--- config.mk ---
export PLATFORM = sky130hd
export DESIGN_NAME = lcm_ctrl
export DESIGN_NICKNAME = d
export VERILOG_FILES = /design/src/hdl/lcm_pkg.sv /design/src/hdl/lcm_ctrl.sv
export SDC_FILE = /design/constraint.sdc
export NUM_CORES = 1
export LEC_CHECK = 0
export ABC_AREA = 1
export BUFFER_PORTS_ARGS = -buffer_cell sky130_fd_sc_hd__buf_2
export CORE_MARGIN = 3
export CORE_UTILIZATION = 40
export DETAILED_ROUTE_END_ITERATION = 8
export GPL_ROUTABILITY_DRIVEN = 1
export PLACE_DENSITY_LB_ADDON = 0.3
export RECOVER_POWER = 100
export SLEW_MARGIN = 20
export SYNTH_ARGS = -nofsm -noshare
export SYNTH_HDL_FRONTEND = slang
export SYNTH_SLANG_ARGS = --single-unit
--- constraint.sdc ---
create_clock -name i_clk -period 1.59 [get_ports i_clk]
set_clock_uncertainty 0.15 [all_clocks]
set_input_delay 0.0795 -clock i_clk [delete_from_list [all_inputs] [get_ports i_clk]]
set_output_delay 0.0795 -clock i_clk [all_outputs]
set_load 0.01 [all_outputs]
--- src/hdl/lcm_pkg.sv ---
// lcm_pkg: shared types and constants for the Life cell map engine.
// Depends on nothing; used by the controller, the datapath and the top level.
package lcm_pkg;

    localparam logic [2:0] MODE_SET  = 3'd0;
    localparam logic [2:0] MODE_CLR  = 3'd1;
    localparam logic [2:0] MODE_STEP = 3'd2;
    localparam logic [2:0] MODE_READ = 3'd3;
    localparam logic [2:0] MODE_WIPE = 3'd4;

    localparam logic CFG_COLS = 1'b0;
    localparam logic CFG_ROWS = 1'b1;

    localparam logic [8:0] DIM_RESET = 9'd256;
    localparam logic [8:0] DIM_MIN   = 9'd3;

    localparam logic [3:0] CNT_TWO   = 4'd2;
    localparam logic [3:0] CNT_THREE = 4'd3;

    // neighbor offset selects
    localparam logic [1:0] SEL_M = 2'd0;
    localparam logic [1:0] SEL_Z = 2'd1;
    localparam logic [1:0] SEL_P = 2'd2;

    localparam logic [1:0] NB_DC [8] = '{SEL_M, SEL_Z, SEL_P, SEL_M, SEL_P, SEL_M, SEL_Z, SEL_P};
    localparam logic [1:0] NB_DR [8] = '{SEL_M, SEL_M, SEL_M, SEL_Z, SEL_Z, SEL_P, SEL_P, SEL_P};

    typedef enum logic [2:0] {
        OP_SET,
        OP_CLR,
        OP_STEP,
        OP_READ,
        OP_WIPE
    } t_op;

    typedef struct packed {
        logic acc;
        logic ctr_rd;
        logic ctr_wr;
        logic nb_rd;
        logic nb_wr;
        logic sw_zero;
        logic sw_adv;
        logic cpy_rd;
        logic snap_rd;
        logic walk_load;
        logic clr_zero;
        logic clr_wr;
        logic res_rd;
        logic out_load;
    } t_cmd;

    typedef struct packed {
        t_op  in_op;
        logic ctr_need;
        logic snap_change;
        logic sw_last;
        logic clr_last;
        logic nb_last;
        logic out_free;
    } t_sts;

endpackage

--- src/hdl/lcm_ctrl.sv ---
// lcm_ctrl: sequencing state machine for the Life cell map engine.
// Depends on lcm_pkg; drives lcm_dp through t_cmd and reads t_sts.
module lcm_ctrl (
    input  logic          i_clk,
    input  logic          i_rst_n,
    input  logic          i_in_valid,
    output logic          o_in_ready,
    input  lcm_pkg::t_sts i_sts,
    output lcm_pkg::t_cmd o_cmd
);

    typedef enum logic [11:0] {
        S_CLR  = 12'b000000000001,
        S_IDLE = 12'b000000000010,
        S_CRD  = 12'b000000000100,
        S_CDEC = 12'b000000001000,
        S_NRD  = 12'b000000010000,
        S_NWR  = 12'b000000100000,
        S_CPY  = 12'b000001000000,
        S_CEND = 12'b000010000000,
        S_WRD  = 12'b000100000000,
        S_WDEC = 12'b001000000000,
        S_RRD  = 12'b010000000000,
        S_ROUT = 12'b100000000000
    } t_state;

    t_state r_state, n_state;
    logic   r_walk, n_walk;
    logic   r_init, n_init;

    assign o_in_ready = (r_state == S_IDLE);

    always_comb begin
        n_state = r_state;
        n_walk  = r_walk;
        n_init  = r_init;
        o_cmd   = '0;
        case (r_state)
            S_CLR: begin
                o_cmd.clr_wr = 1'b1;
                if (i_sts.clr_last) begin
                    n_state = r_init ? S_IDLE : S_RRD;
                    n_init  = 1'b0;
                end
            end
            S_IDLE: begin
                if (i_in_valid) begin
                    o_cmd.acc = 1'b1;
                    case (i_sts.in_op)
                        lcm_pkg::OP_SET, lcm_pkg::OP_CLR: n_state = S_CRD;
                        lcm_pkg::OP_STEP: begin
                            o_cmd.sw_zero = 1'b1;
                            n_state = S_CPY;
                        end
                        lcm_pkg::OP_WIPE: begin
                            o_cmd.clr_zero = 1'b1;
                            n_state = S_CLR;
                        end
                        default: n_state = S_RRD;
                    endcase
                end
            end
            S_CRD: begin
                o_cmd.ctr_rd = 1'b1;
                n_state = S_CDEC;
            end
            S_CDEC: begin
                if (i_sts.ctr_need) begin
                    o_cmd.ctr_wr = 1'b1;
                    n_state = S_NRD;
                end else if (r_walk) begin
                    if (i_sts.sw_last) begin
                        n_walk  = 1'b0;
                        n_state = S_RRD;
                    end else begin
                        o_cmd.sw_adv = 1'b1;
                        n_state = S_WRD;
                    end
                end else begin
                    n_state = S_RRD;
                end
            end
            S_NRD: begin
                o_cmd.nb_rd = 1'b1;
                n_state = S_NWR;
            end
            S_NWR: begin
                o_cmd.nb_wr = 1'b1;
                if (!i_sts.nb_last) begin
                    n_state = S_NRD;
                end else if (r_walk) begin
                    if (i_sts.sw_last) begin
                        n_walk  = 1'b0;
                        n_state = S_RRD;
                    end else begin
                        o_cmd.sw_adv = 1'b1;
                        n_state = S_WRD;
                    end
                end else begin
                    n_state = S_RRD;
                end
            end
            S_CPY: begin
                o_cmd.cpy_rd = 1'b1;
                o_cmd.sw_adv = 1'b1;
                if (i_sts.sw_last) n_state = S_CEND;
            end
            S_CEND: begin
                o_cmd.sw_zero = 1'b1;
                n_walk  = 1'b1;
                n_state = S_WRD;
            end
            S_WRD: begin
                o_cmd.snap_rd = 1'b1;
                n_state = S_WDEC;
            end
            S_WDEC: begin
                if (i_sts.snap_change) begin
                    o_cmd.walk_load = 1'b1;
                    n_state = S_CRD;
                end else if (i_sts.sw_last) begin
                    n_walk  = 1'b0;
                    n_state = S_RRD;
                end else begin
                    o_cmd.sw_adv = 1'b1;
                    n_state = S_WRD;
                end
            end
            S_RRD: begin
                o_cmd.res_rd = 1'b1;
                n_state = S_ROUT;
            end
            S_ROUT: begin
                if (i_sts.out_free) begin
                    o_cmd.out_load = 1'b1;
                    n_state = S_IDLE;
                end
            end
            default: n_state = S_IDLE;
        endcase
    end

    always_ff @(posedge i_clk) begin
        if (!i_rst_n) begin
            r_state <= S_CLR;
            r_walk  <= 1'b0;
            r_init  <= 1'b1;
        end else begin
            r_state <= n_state;
            r_walk  <= n_walk;
            r_init  <= n_init;
        end
    end

endmodule

### Word-level counts from Yosys, hierarchy flattened

Cells that the tools add are included.

* register bits: 14
* word-level logic and storage cells: 76
* output and inout port bits: 15

* equality and inequality tests: 23
* reduce and logical (&&, ||, !) cells: 6
* mux-type cells: 44

Operator list (number)
* case mux 12 bit (12 select lines): 1
* two-way mux 12 bit: 7
* two-way mux 11 bit: 3
* case mux 11 bit (3 select lines): 1
* two-way mux 1 bit: 29
* inequality test 2 bit (second input constant): 8
* equality test 12 x 1 -> 1 bit (second input constant): 1
* equality test 12 x 10 -> 1 bit (second input constant): 1
* equality test 12 x 11 -> 1 bit (second input constant): 1
* equality test 12 bit (second input constant): 1
* equality test 12 x 2 -> 1 bit (second input constant): 1
* equality test 12 x 3 -> 1 bit (second input constant): 1
* equality test 12 x 4 -> 1 bit (second input constant): 1
* equality test 12 x 5 -> 1 bit (second input constant): 1
* equality test 12 x 6 -> 1 bit (second input constant): 1
* equality test 12 x 7 -> 1 bit (second input constant): 1
* equality test 12 x 8 -> 1 bit (second input constant): 1
* equality test 12 x 9 -> 1 bit (second input constant): 1
* case mux 1 bit (4 select lines): 2
* AND reduction 5 bit: 1
* AND reduction 4 bit: 1
* nonzero test 4 bit: 1
* equality test 3 x 1 -> 1 bit (second input constant): 1
* equality test 3 x 2 -> 1 bit (second input constant): 1
* 5 further kinds: 5

### Logic depth before layout (Yosys ltp)

* depth after elaboration: 5
* gate-level depth with buffers: 10
* depth with buffers taken out: 10

### Worst setup path before layout

Ideal clock, no wire load.

* path kind: register -> register
* start point: register r_state[8]
* end point: register r_state[1]
* cell stages (with the launch flop): 11
* setup slack: 0.162 ns
* data required time: 1.331 ns
* clock period less this slack: 1.428 ns
* arrival: 1.169 ns
* cell sequence: dfxtp_1 -> nor2_2 -> nand2_4 -> nor2_4 -> nand3_2 -> nand2_2 -> nor2_4 -> nor2_2 -> nor2_1 -> nand2_1 -> inv_1

* word-level cells in the longest chain between the ends: 3
* elaborated cells on any way between the ends: 18
* classes of those cells: 16 x eq/ne; 1 x mux; 1 x reduce/logical

Ends and longest elaborated chain
* from (decl): line lcm_ctrl.sv:27 `t_state r_state, n_state;`
* from (signal assigned): line lcm_ctrl.sv:149 `r_state <= n_state;`
* equality test 12 x 7 -> 1 bit (tied with other cells): line lcm_ctrl.sv:38 `case (r_state)`
* inequality test 2 bit (no line)
* AND reduction 4 bit (no line)

Several ways; a longest one is shown, not always the timed one.
A chain may end at the register's enable or synchronous reset.

==> key figures <==
Timing
  – Fin crit share: 110%
  – Final Max Tran Viols: 0
  – Rel. slew slack: 75.9%
  – Hold_ws: -0.00601 ns
  – Setup TNS: -2.15 ns
  – Final setup viols: 22
  – Setup ws final: -0.164 ns
  – F_max: 0.570 GHz
  – Final Hold Viols: 1
  – Worst Tran Pin Value: 0.359 ns
  – Min cycle time layout: 1.75 ns
  – RSZ-0062 raised after global routing: yes

Routing
  – Vias per std cell: 4.89
  – Routed Antenna Nets: 0
  – Drc violations: 0
  – Wire per inst: 13.1 um
  – Vias: 1320
  – Initial DRC count: 57
  – Pre-antenna DRT Iters: 4
  – Final wirelength: 3530 um

Global route
  – GR Overflow Total: 0
  – Pin count of the biggest net entering global routing: 11
  – Initial antenna violation count: 0
  – Global-route wire length before repair: 4990 um
  – All-Layer GR Usage: 19.7%
  – Vias in the first global route: 1193

Yosys
  – Top post-synthesis cells by area: dfxtp_1 26%, nand2_1 15%, inv_1 13%, nor2_1 11%, nand3_1 7.0%
  – Synth Cell Area: 1080 um2
  – Distinct cell type count after synthesis: 22
  – Syn Inst Count: 183
  – Share of the synthesized area in the top cell type: 26.0%
  – EDFF count, synth: 0
  – Cell with the most instances after synthesis: nand2_1
  – Post-Syn Nets: 195
  – Synth cell count leaders: 44 x nand2_1, 37 x inv_1, 33 x nor2_1
  – Sequential fraction of the synthesis area: 26.0%
  – Post-synthesis register bit count: 14
  – Top_reg_cell synth: dfxtp_1
  – Async SR Flop Fraction: 0%
  – Avg Cell Area, Syn: 5.89 um2
  – Leading area contributor after synthesis: dfxtp_1
  – Synth warnings: 0

Setup path
  – WS Path Type: reg2out
  – Crit-path max FO: 7
  – Worst setup SP type: register
  – Crit. End Element: output pin
  – Arrival @ worst endpoint: 1.52 ns
  – Critical Path RT: 1.36 ns

Pwr
  – Leak pwr: 0.000945 uW
  – Maximum vdd drop: 0.502 mV
  – PD cells: 589 nW/um2

Clock tree
  – CTS Buf Count: 3
  – Clock Tree Buf Depth: 2
  – Clock slew at reported path FFs: 0.09 ns
  – # clock sinks: 14
  – CTS tree: yes
  – H-tree levels: 1
  – CTS root buf: clkbuf_4
  – Skew-Pair Late Insertion Delay: 0.29 ns

Floorplanning
  – Row count: 18
  – Die Y-Extent: 57.9 um
  – Die extent in x: 57.9 um
  – Io pins: 27
  – Die area: 3350 um2
  – Starting Density: 42.7%
  – Core Area: 2520 um2

Final layout
  – Final #Nets: 254
  – FF+latch area: 299 um2
  – Share of layout cells above drive strength 1: 51.2%
  – Final core utilization: 68.7%
  – FILL cells: 205
  – Final instance area: 1730 um2
  – Post-route insts no fill: 270
  – Area grow syn2layout: 60.7%
  – Area occupied by multi-input gates: 801 um2
  – ANT cells: 0

Flow run
  – Max-cap viol count: 0

Min path
  – Hold Crit Class: in2reg

Outcome
  – Status: complete, but fails checks
  – Violated checks: hold timing, setup timing

Placed design
  – Post-DP HPWL: 2120 um
  – Dpl cell area: 1250 um2
  – Number of instances in the placed design: 240
  – PortBufs: 26
  – GPL Wtd Cong: 0.923
## timing repair
item | in CTS | in global routing
hold buffers | 5 | 0
resized for setup | 41 | 33
pin swaps | 15 | 16
buffers inserted | 14 | 9
endpoints found under the hold margin | 6 | 0
setup endpoints to repair | 16 | 22
## where the power goes
part	switching [uW]	internal [uW]	total [uW]
combinational	229	189	418
sequential	17.8	368	386
clock	127	88.1	216
## layout by cell type (no fill, tap or decap), drive strengths merged
| master | n |
|---|---|
| o21ai | 4 |
| inv | 37 |
| and2 | 1 |
| nand4 | 2 |
| nor2 | 42 |
| dfxtp | 14 |
| nor3 | 3 |
| clkbuf | 3 |
| a21oi | 7 |
| dlygate4sd3 | 5 |
| buf | 50 |
| clkinv | 1 |
| nand2 | 51 |
| nand3 | 18 |
| nor4 | 1 |
| a21boi | 1 |
## kinds of logic after synthesis
| family | Yosys count | share of synthesized area (%) |
|---|---|---|
| and+or+nand+nor | 118 | 53.9 |
| buffers and inverters | 39 | 13.9 |
| DFF | 14 | 26.0 |
| AOI/OAI and AO/OA | 12 | 6.16 |
## through the flow
step	total power, uW	worst slack, ns
5_1_grt	1080	-0.256
4_1_cts	959	-0.116
2_1_floorplan	572	0.162
3_5_place_dp	637	-0.00226
6_report	1020	-0.164
3_3_place_gp	637	-0.0157
## worst paths after layout
kind,startpoint,end,slack (ns),depth (start not counted)
hold / removal,i_sts[7],r_state[2],-0.006,4
hold reg to reg,r_init,r_init,0.32,2
setup / recovery,r_state[6],o_cmd[8],-0.16,8
setup reg to reg,r_state[5],r_state[6],-0.15,10
## area by class of cell
class | count | area share, %
tap | 30 | 2.17
multi-input combinational | 130 | 46.2
sequential | 14 | 17.3
timing repair buffer | 55 | 24.6
inverter | 38 | 8.38
clock buffer | 3 | 1.30
## critical path, cell delays in order (launching register included)
cell	delay (ns)
dfxtp_4	0.37
nor2_4	0.13
nand2_4	0.10
nor2_8	0.19
nand2_4	0.09
nor2_4	0.12
nand2_1	0.05
nand2_1	0.06
buf_2	0.12
## layer usage
metal / vias to the layer above / GRT usage (%) / share of wire [%]
li1: 676 / - / -
met1: 590 / 22.6 / 38
met2: 43 / 35.8 / 54
met3: 11 / 2.90 / 5.5
met4: 0 / 8.94 / 2.6
met5: - / 0 / 0
## flip-flops by register name (all words and copies together) (netlist names)
name / flops
r_init: 1
r_state: 12
r_walk: 1
No activity file was read; power rests on OpenSTA's default activity.
